[src/rtl/vab3_pkg.sv]
// Types, constants and constant functions for the vector angle block.
// No dependencies.
package vab3_pkg;

    localparam int PW     = 116;  // normalised radicand width
    localparam int RW     = 58;   // root width, one bit per sqrt cell
    localparam int QW     = 64;   // rotator word width
    localparam int QF     = 60;   // angle fraction bits in the rotator
    localparam int NSTEPS = 58;
    localparam logic [QW-1:0] PI_QF = 64'h3243F6A8885A308D;

    typedef struct packed {
        logic [PW-1:0] rem;
        logic [RW-1:0] root;
        logic [RW-1:0] xs;
        logic          dneg;
        logic          degen;
    } vab3_sq_t;

    typedef struct packed {
        logic signed [QW-1:0] x;
        logic signed [QW-1:0] y;
        logic signed [QW-1:0] z;
        logic                 degen;
    } vab3_cd_t;

    // atan(2^-i) in Q60, series truncated term by term
    function automatic logic signed [QW-1:0] vab3_atan(input int i);
        logic signed [QW-1:0] acc;
        logic [QW-1:0]        t;
        int                   k;
        int                   sh;
        acc = '0;
        if (i == 0) begin
            acc = $signed(PI_QF >> 2);
        end else begin
            for (k = 0; k < 64; k++) begin
                sh = i * (2 * k + 1);
                if (sh < QF) begin
                    t = (64'd1 << (QF - sh)) / 64'(2 * k + 1);
                    acc = k[0] ? acc - $signed(t) : acc + $signed(t);
                end
            end
        end
        return acc;
    endfunction

    // clamp to [0, pi] and round half up to frac bits
    function automatic logic [QW-1:0] vab3_code(input logic signed [QW-1:0] z,
                                                 input int frac);
        logic [QW-1:0] u;
        int            sh;
        sh = QF - frac;
        u  = z;
        if (z[QW-1]) begin
            u = '0;
        end else if (u > PI_QF) begin
            u = PI_QF;
        end
        return (u + (64'd1 << (sh - 1))) >> sh;
    endfunction

endpackage

[src/rtl/vab3_cordic_cell.sv]
// One vectoring rotation of the arctangent chain, shift STEP.
// Depends on vab3_pkg.
module vab3_cordic_cell #(
    parameter int STEP = 0
) (
    input  logic               aclk,
    input  logic               aresetn,
    input  logic               en,
    input  logic               in_valid,
    input  vab3_pkg::vab3_cd_t in_data,
    output logic               out_valid,
    output vab3_pkg::vab3_cd_t out_data
);
    import vab3_pkg::*;

    localparam logic signed [QW-1:0] ATAN = vab3_atan(STEP);

    logic signed [QW-1:0] dx, dy;
    vab3_cd_t             data_next, data_reg;
    logic                 valid_reg;

    always_comb begin
        dx = in_data.y >>> STEP;
        dy = in_data.x >>> STEP;
        data_next = in_data;
        if (!in_data.y[QW-1]) begin
            data_next.x = in_data.x + dx;
            data_next.y = in_data.y - dy;
            data_next.z = in_data.z + ATAN;
        end else begin
            data_next.x = in_data.x - dx;
            data_next.y = in_data.y + dy;
            data_next.z = in_data.z - ATAN;
        end
    end

    always_ff @(posedge aclk) begin
        if (!aresetn) begin
            valid_reg <= 1'b0;
        end else if (en) begin
            valid_reg <= in_valid;
        end
        if (en) begin
            data_reg <= data_next;
        end
    end

    assign out_valid = valid_reg;
    assign out_data  = data_reg;

endmodule

[config.mk]
export PLATFORM = sky130hd
export DESIGN_NAME = vab3_cordic_cell
export DESIGN_NICKNAME = d
export VERILOG_FILES = /design/src/rtl/vab3_pkg.sv /design/src/rtl/vab3_cordic_cell.sv
export SDC_FILE = /design/constraint.sdc
export NUM_CORES = 1
export LEC_CHECK = 0
export BUFFER_PORTS_ARGS = -buffer_cell sky130_fd_sc_hd__clkbuf_2
export CAP_MARGIN = 25
export CORE_MARGIN = 4
export CORE_UTILIZATION = 60
export DETAILED_ROUTE_END_ITERATION = 8
export PLACE_DENSITY = 0.89
export SETUP_SLACK_MARGIN = 0.05
export SLEW_MARGIN = 20
export SYNTH_ARGS = -nofsm -noshare
export SYNTH_HDL_FRONTEND = slang
export SYNTH_SLANG_ARGS = --single-unit
export TNS_END_PERCENT = 5
[constraint.sdc]
create_clock -name aclk -period 8.5 [get_ports aclk]
set_input_delay 0.85 -clock aclk [delete_from_list [all_inputs] [get_ports aclk]]
set_output_delay 0.85 -clock aclk [all_outputs]
set_load 0.05 [all_outputs]
### Word level (Yosys, flattened, before mapping)

Cells that the tools add are included.

* bits in latches: 0
* input bits: 197
* memories: 0
* bits in read-only memories: 0
* logic and storage cells: 11
* register bits: 194
* memory bits (writable): 0

* $lt $le $gt $ge: 0
* reductions and logical operators: 0
* bitwise operators: 0
* $add $sub $neg: 5
* shift-type cells: 0
* muxes and demuxes: 1
* equal/unequal tests: 0
* $mul: 0
* div/mod/pow operators: 0

Operators by type and width (count)
* $mux W192: 1
* $sub A64 B64 Y64: 2
* $add A64 B61 Y64 const B: 1
* $add A64 B64 Y64: 1
* $sub A64 B61 Y64 const B: 1

### Logic depth before layout (Yosys ltp)

* depth after elaboration: 2
* depth in mapped cells: 16
* gate-level depth less buffers: 13

### Worst setup path after synthesis

Ideal clock, no wire load.

* kind: input port to flip-flop
* start point: input port in_data[128] (netlist name)
* end point: register data_reg (netlist bit out_data[64]), data pin
* arrival time: 4450 ps
* required time: 8240 ps
* stages on the path: 15
* slack: 3790 ps
* path through: clkbuf_1 inv_1 clkbuf_1 clkbuf_1 ha_1 a21oi_2 o21ai_1 a221o_1 a31oi_4 o211ai_2 a41o_4 a41oi_4 o21ai_2 a221oi_2 xnor2_1

RTL lines
* from (decl): RTL line vab3_cordic_cell.sv:10 `input vab3_pkg::vab3_cd_t in_data,`
* to (signal assigned): RTL line vab3_cordic_cell.sv:44 `data_reg <= data_next;`
* to (decl): RTL line vab3_cordic_cell.sv:19 `vab3_cd_t data_next, data_reg;`

==> flow_summary.toml <==
[setup_path]
worstSetupPathType = "primary input to flop"
reg2reg_slack_ns = 7.88
start_kind = "primary input"
crit_path_end_kind = "flop"
rr_worst_depth = 2
path_max_fanout = 64
cp.arrival_ns = 4.53
cp.required_ns = 8.70

[clocking]
cts_tree = "done"
cts.repair.resized = 0
root_buffer = "clkbuf_16"
postCtsSetupRepairBufs = 0
cts_hold_buf = 0
h-tree-depth = 4
cts_sinks = 193
cts.path.max_buffers = 2
cts_buffers = 17
clk_pin_slew_ns = 0.07
clock_latency_ns = 0.46

[route]
wl_per_cell_um = 23.84
dr.pass1.iters = 8
routed_wl_um = 81450
drtIter0Drc = 3027
vias = 23020
remaining_drc_errors = 0
avgViaCountPerCell = 6.737
detail-route-antenna-nets = 0

[sta]
hold_viol = 0
relSlewSlack = 0.3015
fmax_mhz = 231.0
rsz0062_at_grt = "false"
postLayoutSetupSlackWorst_ns = 4.172
period_needed_ns = 4.328
finalSetupTns_ns = 0
setup_viol = 0
worst_pin_slew_ns = 1.048
finalMaxSlewViolations = 0
fin_skew_ns = 0
fin_crit_sh = 0.5092

[synthesis]
syn_inst = 2643
async_flop_share = 0
ys_warn_count = 0
synth_edf_count = 192
synth_area_um2 = 22010
avgSynthCellArea_um2 = 8.328
yosysSeqAreaShare = 0.2628
synth_seq_cells = 193
ys.flop_type = "edfxtp_1"
synth_cell_types = 107
synth_nets = 3112

[global_routing]
overflow = 0
grt_pass1_vias = 21770
grt_antenna_before_repair = 7
grt_max_degree = 116
grt_pass1_wl_um = 122500
track_usage = 0.3882

[run]
maxCapViolations = 0

[placed_design]
place_hpwl_um = 65270
gp_congestion = 1.064
dp_slack_ns = 3.841
portBuffers = 390

[cells_and_area]
area_growth_syn_to_layout_pct = 12.18
layout.nets = 3410
drive_above_1_share = 0.1716
ff_latch_area_um2 = 5786
multi_input_area_um2 = 14890
fill_cells = 2923

[pwr]
ir_worst_vdd_mv = 0.1545
p_total_w = 0.004362
p_leak_nw = 10.93
netSwitchingPower_w = 0.002052
p_per_area_nw_per_um2 = 176.6
p_comb_frac = 0.499
p_clk_frac = 0.194
netSwitchingFraction = 0.4704
internal-power_w = 0.002310
seq_power_share = 0.307

[floorplan]
start_util = 0.6129
die_area_um2 = 39810
core-area_um2 = 35910
die_w_um = 199.5
core.rowCount = 69
die_h_um = 199.5
ios = 391

[status]
status = "finished, final reports clean"

[hold_path]
hold_depth = 2
hold_class = "flop to flop"
[synth_stat cells (6+ instances only)]
library cell / number / area (um^2)
a211oi_1: 29 / 217.7
a21boi_0: 8 / 60.06
a21boi_1: 6 / 45.04
a21o_1: 67 / 503.0
a21oi_1: 359 / 1797
a21oi_2: 8 / 70.07
a31oi_1: 20 / 125.1
and2_1: 6 / 37.54
and3_1: 16 / 100.1
and4_1: 6 / 52.55
buf_1: 15 / 56.30
buf_2: 23 / 115.1
buf_4: 7 / 52.55
clkbuf_1: 68 / 255.2
edfxtp_1: 192 / 5766
ha_1: 268 / 3353
inv_1: 207 / 777.0
inv_2: 6 / 22.52
mux2i_1: 33 / 330.3
nand2_1: 164 / 615.6
nand2b_1: 22 / 137.6
nand3_1: 36 / 180.2
nand4_1: 51 / 319.1
nor2_1: 182 / 683.2
nor2b_1: 33 / 206.5
nor3_1: 51 / 255.2
nor4_1: 24 / 150.1
o211ai_1: 23 / 172.7
o21a_1: 31 / 232.7
o21ai_0: 178 / 890.9
o21ai_1: 26 / 130.1
o21bai_1: 69 / 518.0
o221ai_1: 7 / 61.31
o22ai_1: 11 / 68.82
o31a_1: 6 / 52.55
o31ai_1: 31 / 232.7
or2_1: 6 / 37.54
or2_2: 9 / 56.30
or3_1: 8 / 50.05
or4_1: 6 / 45.04
xnor2_1: 150 / 1314
xor2_1: 33 / 289.0
[path summary, 6_finish.rpt]
check / from / endpoint
worst max-delay path: in_data[128] / out_data[63]$_DFFE_PP_
worst min-delay path: out_valid$_SDFFE_PN0P_ / out_valid$_SDFFE_PN0P_
worst max register to register: out_valid$_SDFFE_PN0P_ / out_valid$_SDFFE_PN0P_
worst min register to register: out_valid$_SDFFE_PN0P_ / out_valid$_SDFFE_PN0P_
[sequential cells by signal (all words and copies together) (netlist names)]
register / count
out_valid: 1
out_data: 192
[kinds of logic after synthesis]
group | count (synthesis) | synth area share
AOI/OAI and AO/OA | 988 | 0.2905
xor gates and xnor gates | 183 | 0.07282
adders and majority gates | 272 | 0.1560
buffers and inverters | 334 | 0.06088
DFF | 193 | 0.2628
muxes | 34 | 0.01552
and+or+nand+nor | 639 | 0.1415
[through the flow]
| step | instances | cell area (um^2) | hold slack [ns] | utilization |
|---|---|---|---|---|
| after floorplan | 2643 | 22010 | 0.7429 | - |
| after global placement | 3382 | 24070 | 0.4952 | 0.6703 |
| after detailed placement | 3382 | 24070 | 0.5335 | 0.6703 |
| after CTS | 3414 | 24660 | 0.5477 | 0.6866 |
| after global routing | 3417 | 24690 | 0.5503 | 0.6875 |
| final | 3417 | 24690 | 0.5516 | 0.6875 |
[cells in the final DEF (no fill, tap or decap), types with 9 or more instances in the layout]
cell and count:
clkbuf_2 388, a21oi_1 359, ha_1 268, inv_1 206, edfxtp_1 192, nor2_1 182, o21ai_0 178, nand2_1 164
xnor2_1 150, o21bai_1 69, a21o_1 67, nand4_1 51, nor3_1 51, nand3_1 36, xor2_1 33, nor2b_1 33
mux2i_1 33, o21a_1 31, o31ai_1 31, a211oi_1 29, o21ai_1 26, nor4_1 24, o211ai_1 23, nand2b_1 22
a31oi_1 20, clkbuf_16 17, and3_1 16, o22ai_1 11, or2_2 9
[cell type report]
cell class | count | area share
repair buffers | 397 | 0.08260
multi-input cells | 2116 | 0.6029
well taps | 461 | 0.02336
clock buffers | 19 | 0.01753
clock inverters | 13 | 0.006182
inverters | 216 | 0.03294
diodes | 2 | 0.0002027
flip-flops and latches | 193 | 0.2343
[power groups by stage]
stage,registers (W),clock network [W],logic [W]
6_report,0.00134,0.000848,0.00218
5_1_grt,0.00135,0.000891,0.00229
4_1_cts,0.00134,0.000848,0.00212
3_5_place_dp,0.00135,0,0.00211
3_3_place_gp,0.00135,0,0.00209
2_1_floorplan,0.00190,0,0.000968
[critical path, cell delays in order]
cell	delay [ns]
buf_6	0.16
inv_4	0.19
buf_4	0.78
ha_1	0.48
a21o_1	0.22
a21o_1	0.17
a21oi_1	0.22
o211ai_1	0.13
a41oi_1	0.28
o211ai_1	0.17
a31oi_1	0.41
o21ai_0	0.18
xor2_1	0.18
[per-layer routing]
metal | vias up | GRT usage | routed length, um
li1 | 10240 | - | -
met3 | 319 | 0.09695 | 10270
met1 | 10770 | 0.5161 | 31590
met5 | - | 0 | 64
met4 | 10 | 0.1504 | 3787
met2 | 1686 | 0.6117 | 35740
Note: power is estimated with default switching activity, not from simulation.
