[config.mk]
export PLATFORM = sky130hd
export DESIGN_NAME = vab3_sqrt_cell
export DESIGN_NICKNAME = d
export VERILOG_FILES = /design/src/rtl/vab3_pkg.sv /design/src/rtl/vab3_sqrt_cell.sv
export SDC_FILE = /design/constraint.sdc
export NUM_CORES = 1
export LEC_CHECK = 0
export BUFFER_PORTS_ARGS = -buffer_cell sky130_fd_sc_hd__buf_2
export CORE_MARGIN = 2
export CORE_UTILIZATION = 40
export CTS_BUF_LIST = sky130_fd_sc_hd__clkbuf_8
export CTS_CLUSTER_DIAMETER = 50
export DETAILED_ROUTE_END_ITERATION = 16
export GPL_TIMING_DRIVEN = 0
export HOLD_SLACK_MARGIN = 0.06
export PLACE_DENSITY = 0.62
export SETUP_SLACK_MARGIN = 0.5
export SLEW_MARGIN = 20
export SYNTH_ARGS = -nofsm -noshare
export SYNTH_HDL_FRONTEND = slang
export SYNTH_SLANG_ARGS = --single-unit
[constraint.sdc]
create_clock -name aclk -period 4.1 [get_ports aclk]
set_clock_uncertainty 0.05 [all_clocks]
set_input_delay 0.82 -clock aclk [delete_from_list [all_inputs] [get_ports aclk]]
set_output_delay 0.82 -clock aclk [all_outputs]
set_load 0.02 [all_outputs]
[src/rtl/vab3_pkg.sv]
// Types, constants and constant functions for the vector angle block.
// No dependencies.
package vab3_pkg;

    localparam int PW     = 116;  // normalised radicand width
    localparam int RW     = 58;   // root width, one bit per sqrt cell
    localparam int QW     = 64;   // rotator word width
    localparam int QF     = 60;   // angle fraction bits in the rotator
    localparam int NSTEPS = 58;
    localparam logic [QW-1:0] PI_QF = 64'h3243F6A8885A308D;

    typedef struct packed {
        logic [PW-1:0] rem;
        logic [RW-1:0] root;
        logic [RW-1:0] xs;
        logic          dneg;
        logic          degen;
    } vab3_sq_t;

    typedef struct packed {
        logic signed [QW-1:0] x;
        logic signed [QW-1:0] y;
        logic signed [QW-1:0] z;
        logic                 degen;
    } vab3_cd_t;

    // atan(2^-i) in Q60, series truncated term by term
    function automatic logic signed [QW-1:0] vab3_atan(input int i);
        logic signed [QW-1:0] acc;
        logic [QW-1:0]        t;
        int                   k;
        int                   sh;
        acc = '0;
        if (i == 0) begin
            acc = $signed(PI_QF >> 2);
        end else begin
            for (k = 0; k < 64; k++) begin
                sh = i * (2 * k + 1);
                if (sh < QF) begin
                    t = (64'd1 << (QF - sh)) / 64'(2 * k + 1);
                    acc = k[0] ? acc - $signed(t) : acc + $signed(t);
                end
            end
        end
        return acc;
    endfunction

    // clamp to [0, pi] and round half up to frac bits
    function automatic logic [QW-1:0] vab3_code(input logic signed [QW-1:0] z,
                                                 input int frac);
        logic [QW-1:0] u;
        int            sh;
        sh = QF - frac;
        u  = z;
        if (z[QW-1]) begin
            u = '0;
        end else if (u > PI_QF) begin
            u = PI_QF;
        end
        return (u + (64'd1 << (sh - 1))) >> sh;
    endfunction

endpackage

[src/rtl/vab3_sqrt_cell.sv]
// One digit of the square-root chain: tries root bit STEP.
// Depends on vab3_pkg.
module vab3_sqrt_cell #(
    parameter int STEP = 0
) (
    input  logic               aclk,
    input  logic               aresetn,
    input  logic               en,
    input  logic               in_valid,
    input  vab3_pkg::vab3_sq_t in_data,
    output logic               out_valid,
    output vab3_pkg::vab3_sq_t out_data
);
    import vab3_pkg::*;

    logic [PW+1:0] trial, remx;
    vab3_sq_t      data_next, data_reg;
    logic          valid_reg;

    always_comb begin
        remx  = {2'b00, in_data.rem};
        trial = ((PW+2)'(in_data.root) << (STEP + 1)) + ((PW+2)'(1) << (2 * STEP));
        data_next = in_data;
        if (remx >= trial) begin
            data_next.rem  = PW'(remx - trial);
            data_next.root = in_data.root | (RW'(1) << STEP);
        end
    end

    always_ff @(posedge aclk) begin
        if (!aresetn) begin
            valid_reg <= 1'b0;
        end else if (en) begin
            valid_reg <= in_valid;
        end
        if (en) begin
            data_reg <= data_next;
        end
    end

    assign out_valid = valid_reg;
    assign out_data  = data_reg;

endmodule

== After elaboration in Yosys (flattened, before gate mapping) ==
Index checks and enable logic that the tools add are counted.

* Bits in registers: 235
* Input port bits: 238
* Output and inout port bits: 235
* Word-level logic and storage cells: 11

* Add/sub/neg operators: 2
* Magnitude comparators: 1
* Multiplexer cells: 1

{| class="wikitable"
|+ Operators with widths
! kind !! number
|-
| $mux 174 || 1
|-
| $ge 116x60->1 || 1
|-
| $sub 116x60->116 || 1
|-
| $add 59x1->60 const B || 1
|}

== Logic depth before layout (Yosys ltp) ==
Gate-level depths: netlist of run 1.

* Depth in word-level cells: 3
* Gate-level depth with buffers: 15
* Gate-level depth less buffers: 11

== Least setup slack after synthesis of run 1 ==
Ideal clock, no wire load.

* Path type: input to register
* Start: in in_data[60] (netlist bit)
* End: reg data_reg, in the netlist out_data[179] (data pin)
* Library setup time: 0.266 ns
* Data arrival time: 3.477 ns
* Data required time: 3.784 ns
* Slack: 0.307 ns
* Cell stages on the path: 13
* Path buffers: 2
* Cell sequence: inv_1 -> fa_1 -> a211oi_1 -> o21ai_1 -> o2111ai_1 -> nand2_1 -> o221a_2 -> o211ai_1 -> and2_4 -> buf_6 -> buf_6 -> nor3_1 -> xor2_1

{| class="wikitable"
|+ RTL lines
! what !! RTL line !! source
|-
| start, declared || vab3_sqrt_cell.sv:10 || <nowiki>input vab3_pkg::vab3_sq_t in_data,</nowiki>
|-
| end signal, assigned || vab3_sqrt_cell.sv:37 || <nowiki>data_reg <= data_next;</nowiki>
|-
| end, declared || vab3_sqrt_cell.sv:17 || <nowiki>vab3_sq_t data_next, data_reg;</nowiki>
|}

==> flow_metrics.env, run 1 <==
export IMPL_synth_edf_count=234
export IMPL_cts_buffer_depth=3
export IMPL_synth_fp_nets=1589
export IMPL_r2r_slack_ns=3.46
export IMPL_viasPerCell=5.37
export IMPL_slowest_delay_ns=0.57
export IMPL_placedInstanceArea_mm2=0.0166
export IMPL_ios=473
export IMPL_cts_hold_buf=0
export IMPL_final_nets=2125
export IMPL_remaining_drc_errors=0
export IMPL_gr_total_overflow=0
export IMPL_whs_ns=0.355
export IMPL_core_area_mm2=0.0334
export IMPL_cp_start_kind="primary input"
export IMPL_powerDensity_mw_per_mm2=387
export IMPL_cp_end_kind="flip-flop"
export IMPL_track_usage_pct=26.2
export IMPL_die_y_um=188
export IMPL_avgSynthCellArea_um2=10.5
export IMPL_place_congestion=0.945
export IMPL_relSlewSlack_pct=44.2
export IMPL_min_from="in_data[29]"
export IMPL_drive_above_1_share_pct=35.5
export IMPL_holdPathStages=1
export IMPL_initial_core_util_pct=40.5
export IMPL_grt_pass1_wl_mm=71.3
export IMPL_fillers=3084
export IMPL_grt_pass1_vias=12400
export IMPL_slowest_stage="or4_4"
export IMPL_drv_cap=0
export IMPL_synth_top_cells_by_area="edfxtp_1, ha_1, a21oi_1"
export IMPL_crit_type="primary input to flip-flop"
export IMPL_cts_tree="done"
export IMPL_p_leak_uw=0.00774
export IMPL_finalMaxSlewViolations=0
export IMPL_insertion_delay_ns=0.55
export IMPL_cp_arrival_ns=3.89
export IMPL_cp_required_ns=4.45
export IMPL_ys_top_cells_by_count="edfxtp_1, a21oi_1, nor2_1"
export IMPL_r2r_start="out_valid"
export IMPL_clk_pin_slew_worst_paths_ns=0.06
export IMPL_area_growth_pct=32.3
export IMPL_cp_cell_sequence="buf_2, or4_4, or4b_4, or3_4, nor4_4, o311a_4, and2_4, buf_6, buf_6, buf_6, nand2_1, o21ai_1"
export IMPL_yosys_area_top_type_share_pct=51.9
export IMPL_critPathMostFrequentCell="buf_6"
export IMPL_antenna_found_initial=10
export IMPL_synth_area_mm2=0.0135
export IMPL_vias=12400
export IMPL_critPathMaxFanout=10
export IMPL_dp_cells=2215
export IMPL_portBuffers=472
export IMPL_wl_per_cell_um=20.5
export IMPL_ir_drop_uv=238
export IMPL_clock_sinks=235
export IMPL_htreeDepth=2
export IMPL_syn_inst=1291
export IMPL_instances_no_fill=2316
export IMPL_synth_most_common_cell="edfxtp_1"
export IMPL_detail_route_antenna_nets=0
export IMPL_power_total_uw=6950
export IMPL_tightest_slew_ns=0.829
export IMPL_setup_violations=0
export IMPL_yosysUniqueCellTypes=76
export IMPL_async_flop_share_pct=0
export IMPL_dr_first_iter_drc_count=801
export IMPL_design_area_mm2=0.0179
export IMPL_die_w_um=188
export IMPL_rows=67
export IMPL_hold_path_endpoint="out_data[29]"
export IMPL_root_buffer="clkbuf_8"
export IMPL_wl_mm=47.6
export IMPL_worstReg2RegEnd="out_valid"
export IMPL_hold_violations=0
export IMPL_cts_made_buffers=44
export IMPL_rsz0062_at_grt="true"
export IMPL_ys_warn_count=0
export IMPL_firstDrtPassIters=5
export IMPL_grt_max_degree=62
export IMPL_fin_crit_sh_pct=86.4
export IMPL_die_area_mm2=0.0354
export IMPL_final_util_pct=53.6
export IMPL_synthFlopType="edfxtp_1"
export IMPL_yosys_area_top_type="edfxtp_1"
export IMPL_worstHoldPathType="primary input to flip-flop"
export IMPL_hpwl_mm=37.7
export IMPL_period_needed_ns=3.54
export IMPL_seq_area_frac_synth_pct=52.0
export IMPL_synth_seq_cells=235
export IMPL_fmax_mhz=282
export IMPL_reg2reg_depth=2
export IMPL_status="complete, no violations"
## area by class of cell
cell class	count	area [um^2]	area share, %
flip-flops and latches	235	7050	39.3
multi-input cells	918	6270	35.0
repair buffers	490	2570	14.3
clock buffers	44	606	3.38
well taps	448	561	3.13
plain buffers	59	308	1.72
inverters	79	297	1.65
clock inverters	35	249	1.39
diodes	8	20.0	0.112
## cell families (layout without fill, tap and decap cells)
kind of cell,Yosys count,after routing,synth area share (%)
AO/OA/AOI/OAI,320,320,14.9
XOR/XNOR,110,110,7.11
adder cells (fa/ha/maj),60,60,5.60
buffers and inverters,138,707,4.11
flip-flops,235,235,52.0
multiplexers,1,1,0.0739
other,0,8,0
AND/OR/NAND/NOR,427,427,16.2
## flip-flops by register name (all words and copies together), names as in the netlist
name and count:
out_valid 1, out_data 234
## worst max-delay path: cells and delay by family
kind                   cells  cell delay (ns)
AOI/OAI and AO/OA          2             0.43
buffers and inverters      4             0.70
and+or+nand+nor            6             1.94
## metal layers
layer  routed length (um)  part of all wire (%)  GRT usage, %  vias up
met3                 4110                   8.6          6.66       95
met2                22600                    47          43.7      524
met4                 1480                   3.1          8.93        6
li1                     -                     -             -     5890
met5                   36                 0.076             0        -
met1                19300                    41          33.0     5925
## cell usage in the layout, fill, tap and decap left out, types with 44 or more instances in the layout
cell	n
edfxtp_1	234
buf_2	476
inv_1	91
nand2_1	102
nor2_1	105
a21oi_1	107
ha_1	59
clkbuf_8	44
o21ai_0	50
xnor2_1	55
xor2_1	55
## through the flow
stage               setup TNS, ns  setup slack (ns)
finish                          0             0.558
global route                    0             0.426
CTS                             0             0.501
detailed placement         -60.86            -0.781
global placement          -319.42             -1.12
floorplan                       0             0.500
## repair_timing
item | in CTS | in global routing
buffers inserted | 9 | 5
resized for setup | 37 | 64
endpoints found under the setup margin | 103 | 78
cloned | 0 | 0
pin swaps | 6 | 10
## worst max path at each step
stage	slack (ns)	start	to	cells past startpoint
final	0.56	in_data[222]	out_data[174]	12
after global routing	0.43	in_data[222]	out_data[174]	12
after floorplan	0.50	in_data[104]	out_data[191]	14
after detailed placement	-0.78	in_data[110]	out_data[169]	13
after CTS	0.50	in_data[110]	out_data[209]	16
after global placement	-1.12	en	out_valid	3
## where the power goes
part	total [uW]	internal (uW)	switching, uW
clock	2230	1210	1020
combinational	1720	601	1120
sequential	3000	2940	58.4
Power figures use the tool's default switching activity.
==> run 2, diff against run 1 <==
==> constraint.sdc (replaced) <==
create_clock -name aclk -period 4.1 [get_ports aclk]
set_clock_uncertainty 0.05 [all_clocks]
set_input_delay 0.41 -clock aclk [delete_from_list [all_inputs] [get_ports aclk]]
set_output_delay 0.41 -clock aclk [all_outputs]
set_load 0.02 [all_outputs]
==> run 2 against run 1 <==
  * Register-to-register slack lost 0.55 ns
  * Sequential share of layout area shrank 2.5 points
  * First-iteration DRC count grew 9.6%
  * Largest cell class unchanged
  * Design area grew 6.8%
  * Combinational power grew 5%
  * Sequential power is essentially flat
  * Critical path depth grew 1
  * Power shrank 0.55%
==> flow_metrics.env, run 2 (synthesized netlist as in run 1, its figures left out) <==
export IMPL_wl_mm=49.7
export IMPL_cts_tree="done"
export IMPL_wl_per_cell_um=20.2
export IMPL_hold_path_endpoint="out_data[152]"
export IMPL_remaining_drc_errors=0
export IMPL_ios=473
export IMPL_cp_cell_sequence="buf_2, inv_1, ha_1, clkbuf_1, a21oi_1, o21a_1, o211a_1, o21ai_0, nor2_1, o31a_1, o41a_1, o311ai_1, xnor2_1"
export IMPL_slowest_stage="o41a_1"
export IMPL_drv_cap=0
export IMPL_place_congestion=0.899
export IMPL_clk_pin_slew_worst_paths_ns=0.06
export IMPL_viasPerCell=5.35
export IMPL_cp_arrival_ns=3.80
export IMPL_min_from="in_data[152]"
export IMPL_status="complete, no violations"
export IMPL_track_usage_pct=27.3
export IMPL_die_area_mm2=0.0354
export IMPL_pre_cts_ws_ns=-0.542
export IMPL_rows=67
export IMPL_fin_crit_sh_pct=85.5
export IMPL_final_util_pct=57.2
export IMPL_root_buffer="clkbuf_8"
export IMPL_area_growth_pct=41.3
export IMPL_crit_family="compound AO/OA/AOI/OAI gates"
export IMPL_grt_pass1_vias=13100
export IMPL_detail_route_antenna_nets=0
export IMPL_r2r_slack_ns=2.91
export IMPL_initial_core_util_pct=40.5
export IMPL_r2r_start="out_valid"
export IMPL_clock_sinks=235
export IMPL_portBuffers=472
export IMPL_cp_required_ns=4.40
export IMPL_period_needed_ns=3.50
export IMPL_htreeDepth=2
export IMPL_final_common_cell="buf_2"
export IMPL_path_buf_inv=3
export IMPL_grt_pass1_wl_mm=73.7
export IMPL_fin_ws_ns=0.595
export IMPL_grt_max_degree=100
export IMPL_finalMaxSlewViolations=0
export IMPL_hpwl_mm=37.4
export IMPL_final_nets=2279
export IMPL_crit_type="primary input to flip-flop"
export IMPL_worstReg2RegEnd="out_valid"
export IMPL_setup_violations=0
export IMPL_dr_first_iter_drc_count=878
export IMPL_fillers=2987
export IMPL_core_area_mm2=0.0334
export IMPL_vias=13200
export IMPL_gr_total_overflow=0
export IMPL_fmax_mhz=285
export IMPL_insertion_delay_ns=0.58
export IMPL_reg2reg_depth=3
export IMPL_rsz0062_at_grt="true"
export IMPL_drive_above_1_share_pct=29.4
export IMPL_cts_buffer_depth=3
export IMPL_firstDrtPassIters=5
export IMPL_cp_end_kind="flip-flop"
export IMPL_cts_made_buffers=42
export IMPL_hold_violations=0
export IMPL_p_leak_uw=0.00819
export IMPL_antenna_found_initial=9
export IMPL_holdPathStages=3
export IMPL_final_cell_mix="buf_2, edfxtp_1, dlygate4sd3_1, a21oi_1, nor2_1"
export IMPL_powerDensity_mw_per_mm2=361
export IMPL_cp_start_kind="primary input"
export IMPL_tightest_slew_ns=0.878
export IMPL_die_y_um=188
export IMPL_ir_drop_uv=262
export IMPL_worstHoldPathType="primary input to flip-flop"
export IMPL_critPathMaxFanout=7
export IMPL_die_w_um=188
export IMPL_largest_register_ffs=234
export IMPL_slowest_delay_ns=0.48
export IMPL_relSlewSlack_pct=40.9
==> run 2: how the worst max path moves through the flow <==
stage / startpoint / end / slack, ns / cells after the start
finish: in_data[74] / out_data[200] / 0.60 / 13
global route: in_data[81] / out_data[232] / 0.45 / 13
CTS: in_data[60] / out_data[170] / 0.41 / 13
detailed placement: in_data[60] / out_data[170] / -0.54 / 13
global placement: en / out_valid / -0.78 / 3
floorplan: in_data[60] / out_data[179] / 0.72 / 13
==> run 2: layer usage <==
metal | GRT usage [%] | routed length, um
met1 | 32.9 | 19900
met4 | 11.6 | 1980
met2 | 45.7 | 23600
met5 | 0 | 37
met3 | 7.88 | 4210
==> run 2: final cells by class <==
type	instances	area [um^2]	share of cell area, %
Antenna cell	6	15.0	0.0784
Timing Repair Buffer	646	4130	21.6
Multi-Input combinational cell	918	6030	31.5
Clock inverter	32	210	1.10
Inverter	79	297	1.55
Sequential cell	235	7050	36.8
Buffer	59	273	1.42
Tap cell	448	561	2.93
Clock buffer	42	578	3.02
==> run 2: worst register-to-register path: stages (launching register included) <==
cell	delay (ns)
dfxtp_1	0.30
mux2i_1	0.13
nor2b_1	0.06
dlygate4sd3_1	0.54
==> run 2: metrics by stage <==
step	total power, uW	std cells	setup TNS, ns	hold slack (ns)	instance area (um^2)
2_1_floorplan	4030	1291	0	0.459	13500
3_3_place_gp	4690	2211	-195.39	0.449	16500
3_5_place_dp	4690	2214	-27.45	0.463	16500
4_1_cts	6960	2455	0	0.0601	19000
5_1_grt	7230	2462	0	0.0831	19100
6_report	6910	2465	0	0.0979	19100
==> run 2: where the power goes <==
group	total (uW)	internal, uW	switching, uW
logic	1800	680	1120
registers	3010	2940	61.2
clock network	2100	1090	1010
==> run 2: what timing repair did <==
action	in CTS	in global routing
buffers inserted	2	4
pin swaps	1	4
hold endpoints to repair	164	0
gates resized for setup	5	32
hold buffers	165	0
endpoints found under the setup margin	79	90
==> run 3, diff against run 2 <==
--- a/config.mk
+++ b/config.mk
@@ -6,14 +6,16 @@
 export NUM_CORES = 1
 export LEC_CHECK = 0
 export BUFFER_PORTS_ARGS = -buffer_cell sky130_fd_sc_hd__buf_2
+export CELL_PAD_IN_SITES_DETAIL_PLACEMENT = 1
+export CELL_PAD_IN_SITES_GLOBAL_PLACEMENT = 1
 export CORE_MARGIN = 2
-export CORE_UTILIZATION = 40
+export CORE_UTILIZATION = 39
 export CTS_BUF_LIST = sky130_fd_sc_hd__clkbuf_8
 export CTS_CLUSTER_DIAMETER = 50
 export DETAILED_ROUTE_END_ITERATION = 16
 export GPL_TIMING_DRIVEN = 0
-export HOLD_SLACK_MARGIN = 0.06
-export PLACE_DENSITY = 0.62
+export HOLD_SLACK_MARGIN = 0.1
+export PLACE_DENSITY = 0.78
 export SETUP_SLACK_MARGIN = 0.5
 export SLEW_MARGIN = 20
 export SYNTH_ARGS = -nofsm -noshare
==> run 3 against run 2 <==
  * Global-route usage increased by 5.8 points
  * First-iteration DRC count grew 11%
  * Hold slack better by 0.033 ns
  * Largest power group unchanged
  * Via count up 6.0%
  * Clock-buffer cell count rose by 2
  * Clock power increased by 8%
  * Setup slack lost 0.056 ns
==> flow_metrics.env, run 3 (synthesized netlist as in run 1, its figures left out) <==
export IMPL_area_growth_pct=44.6
export IMPL_drv_cap=0
export IMPL_cts_made_buffers=44
export IMPL_wl_mm=61.6
export IMPL_highest_layer="met5"
export IMPL_final_common_cell="buf_2"
export IMPL_crit_type="primary input to flip-flop"
export IMPL_cp_end_kind="flip-flop"
export IMPL_cp_cell_sequence="buf_2, inv_1, fa_1, a211oi_2, o21ai_2, o2111ai_2, buf_4, nand2_2, o221a_2, o211ai_1, buf_4, and2_4, buf_6, buf_6, buf_6, nand2_1, o21ai_1"
export IMPL_cp_arrival_ns=3.94
export IMPL_final_nets=2314
export IMPL_critPathMaxFanout=10
export IMPL_critPathMostFrequentCell="buf_6"
export IMPL_powerDensity_mw_per_mm2=368
export IMPL_root_buffer="clkbuf_8"
export IMPL_grt_max_degree=101
export IMPL_core_area_mm2=0.0344
export IMPL_fmax_mhz=281
export IMPL_ios=473
export IMPL_p_leak_uw=0.00837
export IMPL_holdPathStages=2
export IMPL_grt_pass1_vias=14900
export IMPL_status="complete, no violations"
export IMPL_p_int_uw=4740
export IMPL_rows=68
export IMPL_whs_ns=0.131
export IMPL_die_w_um=190
export IMPL_wl_met2_mm=30.0
export IMPL_reg2reg_depth=3
export IMPL_fillers=3966
export IMPL_power_total_uw=7210
export IMPL_dp_cells=2221
export IMPL_cts_tree="done"
export IMPL_remaining_drc_errors=0
export IMPL_period_needed_ns=3.56
export IMPL_relSlewSlack_pct=41.6
export IMPL_die_area_mm2=0.0362
export IMPL_ir_drop_uv=230
export IMPL_hold_violations=0
export IMPL_clk_pin_slew_worst_paths_ns=0.07
export IMPL_vias=14000
export IMPL_insertion_delay_ns=0.60
export IMPL_slowest_delay_ns=0.54
export IMPL_switching_share_pct=34.3
export IMPL_htreeDepth=2
export IMPL_initial_core_util_pct=39.4
export IMPL_antenna_found_initial=7
export IMPL_met3_length_mm=4.69
export IMPL_place_congestion=0.903
export IMPL_gr_total_overflow=0
export IMPL_setup_violations=0
export IMPL_instances_no_fill=2515
export IMPL_power_switching_uw=2470
export IMPL_crit_family="compound AO/OA/AOI/OAI gates"
export IMPL_design_area_mm2=0.0196
export IMPL_rsz0062_at_grt="false"
export IMPL_die_y_um=190
export IMPL_fin_crit_sh_pct=86.9
export IMPL_detail_route_antenna_nets=0
export IMPL_wl_per_cell_um=24.5
export IMPL_combPwrFrac_pct=26.6
export IMPL_largest_register_ffs=234
export IMPL_finalMaxSlewViolations=0
export IMPL_track_usage_pct=33.1
export IMPL_placedInstanceArea_mm2=0.0166
export IMPL_worstHoldPathType="primary input to flip-flop"
export IMPL_portBuffers=472
export IMPL_grt_pass1_wl_mm=90.3
export IMPL_clock_sinks=235
export IMPL_cp_start_kind="primary input"
export IMPL_firstDrtPassIters=5
export IMPL_slowest_stage="fa_1"
export IMPL_tightest_slew_ns=0.867
export IMPL_cts_buffer_depth=3
export IMPL_drive_above_1_share_pct=29.9
export IMPL_dr_first_iter_drc_count=973
export IMPL_final_cell_mix="buf_2, edfxtp_1, dlygate4sd3_1, a21oi_1, nor2_1"
export IMPL_wl_met1_mm=23.7
export IMPL_viasPerCell=5.56
export IMPL_clkPwrFrac_pct=31.4
export IMPL_cp_required_ns=4.48
export IMPL_path_buf_inv=7
export IMPL_cp_depth=17
export IMPL_hpwl_mm=41.5
export IMPL_pwr_share_seq_pct=42.0
==> run 3: final timing paths <==
| path | start | end | slack [ns] |
|---|---|---|---|
| setup / recovery | in_data[60] | out_data[174] | 0.54 |
| hold / removal | in_data[217] | out_data[217] | 0.13 |
| hold reg to reg | out_valid | out_valid | 1.02 |
| setup reg to reg | out_valid | out_valid | 2.88 |
==> run 3: final cells by class <==
cell class / instances / area, um^2 / area share (%)
Clock buffer: 44 / 606 / 3.09
Antenna cell: 8 / 20.0 / 0.102
Multi-Input combinational cell: 918 / 6100 / 31.1
Inverter: 79 / 297 / 1.51
Sequential cell: 235 / 7050 / 36.0
Timing Repair Buffer: 679 / 4450 / 22.7
Tap cell: 455 / 569 / 2.91
Buffer: 59 / 277 / 1.41
Clock inverter: 38 / 223 / 1.14
==> run 3: metal layers <==
metal	vias up	global-route usage, %
met5	-	0
met4	4	17.6
met3	183	7.62
met2	663	57.0
met1	6868	38.4
li1	6269	-
==> run 3: power groups by stage <==
stage	sequential (uW)	combinational, uW	clock, uW
4_1_cts	3010	1840	2230
3_3_place_gp	3060	1650	0
5_1_grt	3040	2050	2390
2_1_floorplan	3380	649	0
6_report	3030	1920	2260
3_5_place_dp	3060	1680	0
==> run 3: what timing repair did <==
item | 4_1_cts | 5_1_grt
resized for setup | 11 | 43
hold endpoints to repair | 192 | 1
setup buffers | 2 | 8
endpoints found under the setup margin | 90 | 90
gates cloned | 0 | 0
hold buffers | 193 | 1
pin swaps | 2 | 5
==> run 3: metrics by stage <==
| stage | util (%) | setup slack [ns] | TNS, ns |
|---|---|---|---|
| finish | 57.0 | 0.539 | 0 |
| global route | 57.0 | 0.505 | 0 |
| CTS | 56.4 | 0.484 | 0 |
| detailed placement | 48.2 | -0.519 | -29.91 |
| global placement | 47.9 | -0.682 | -178.97 |
| floorplan | - | 0.717 | 0 |
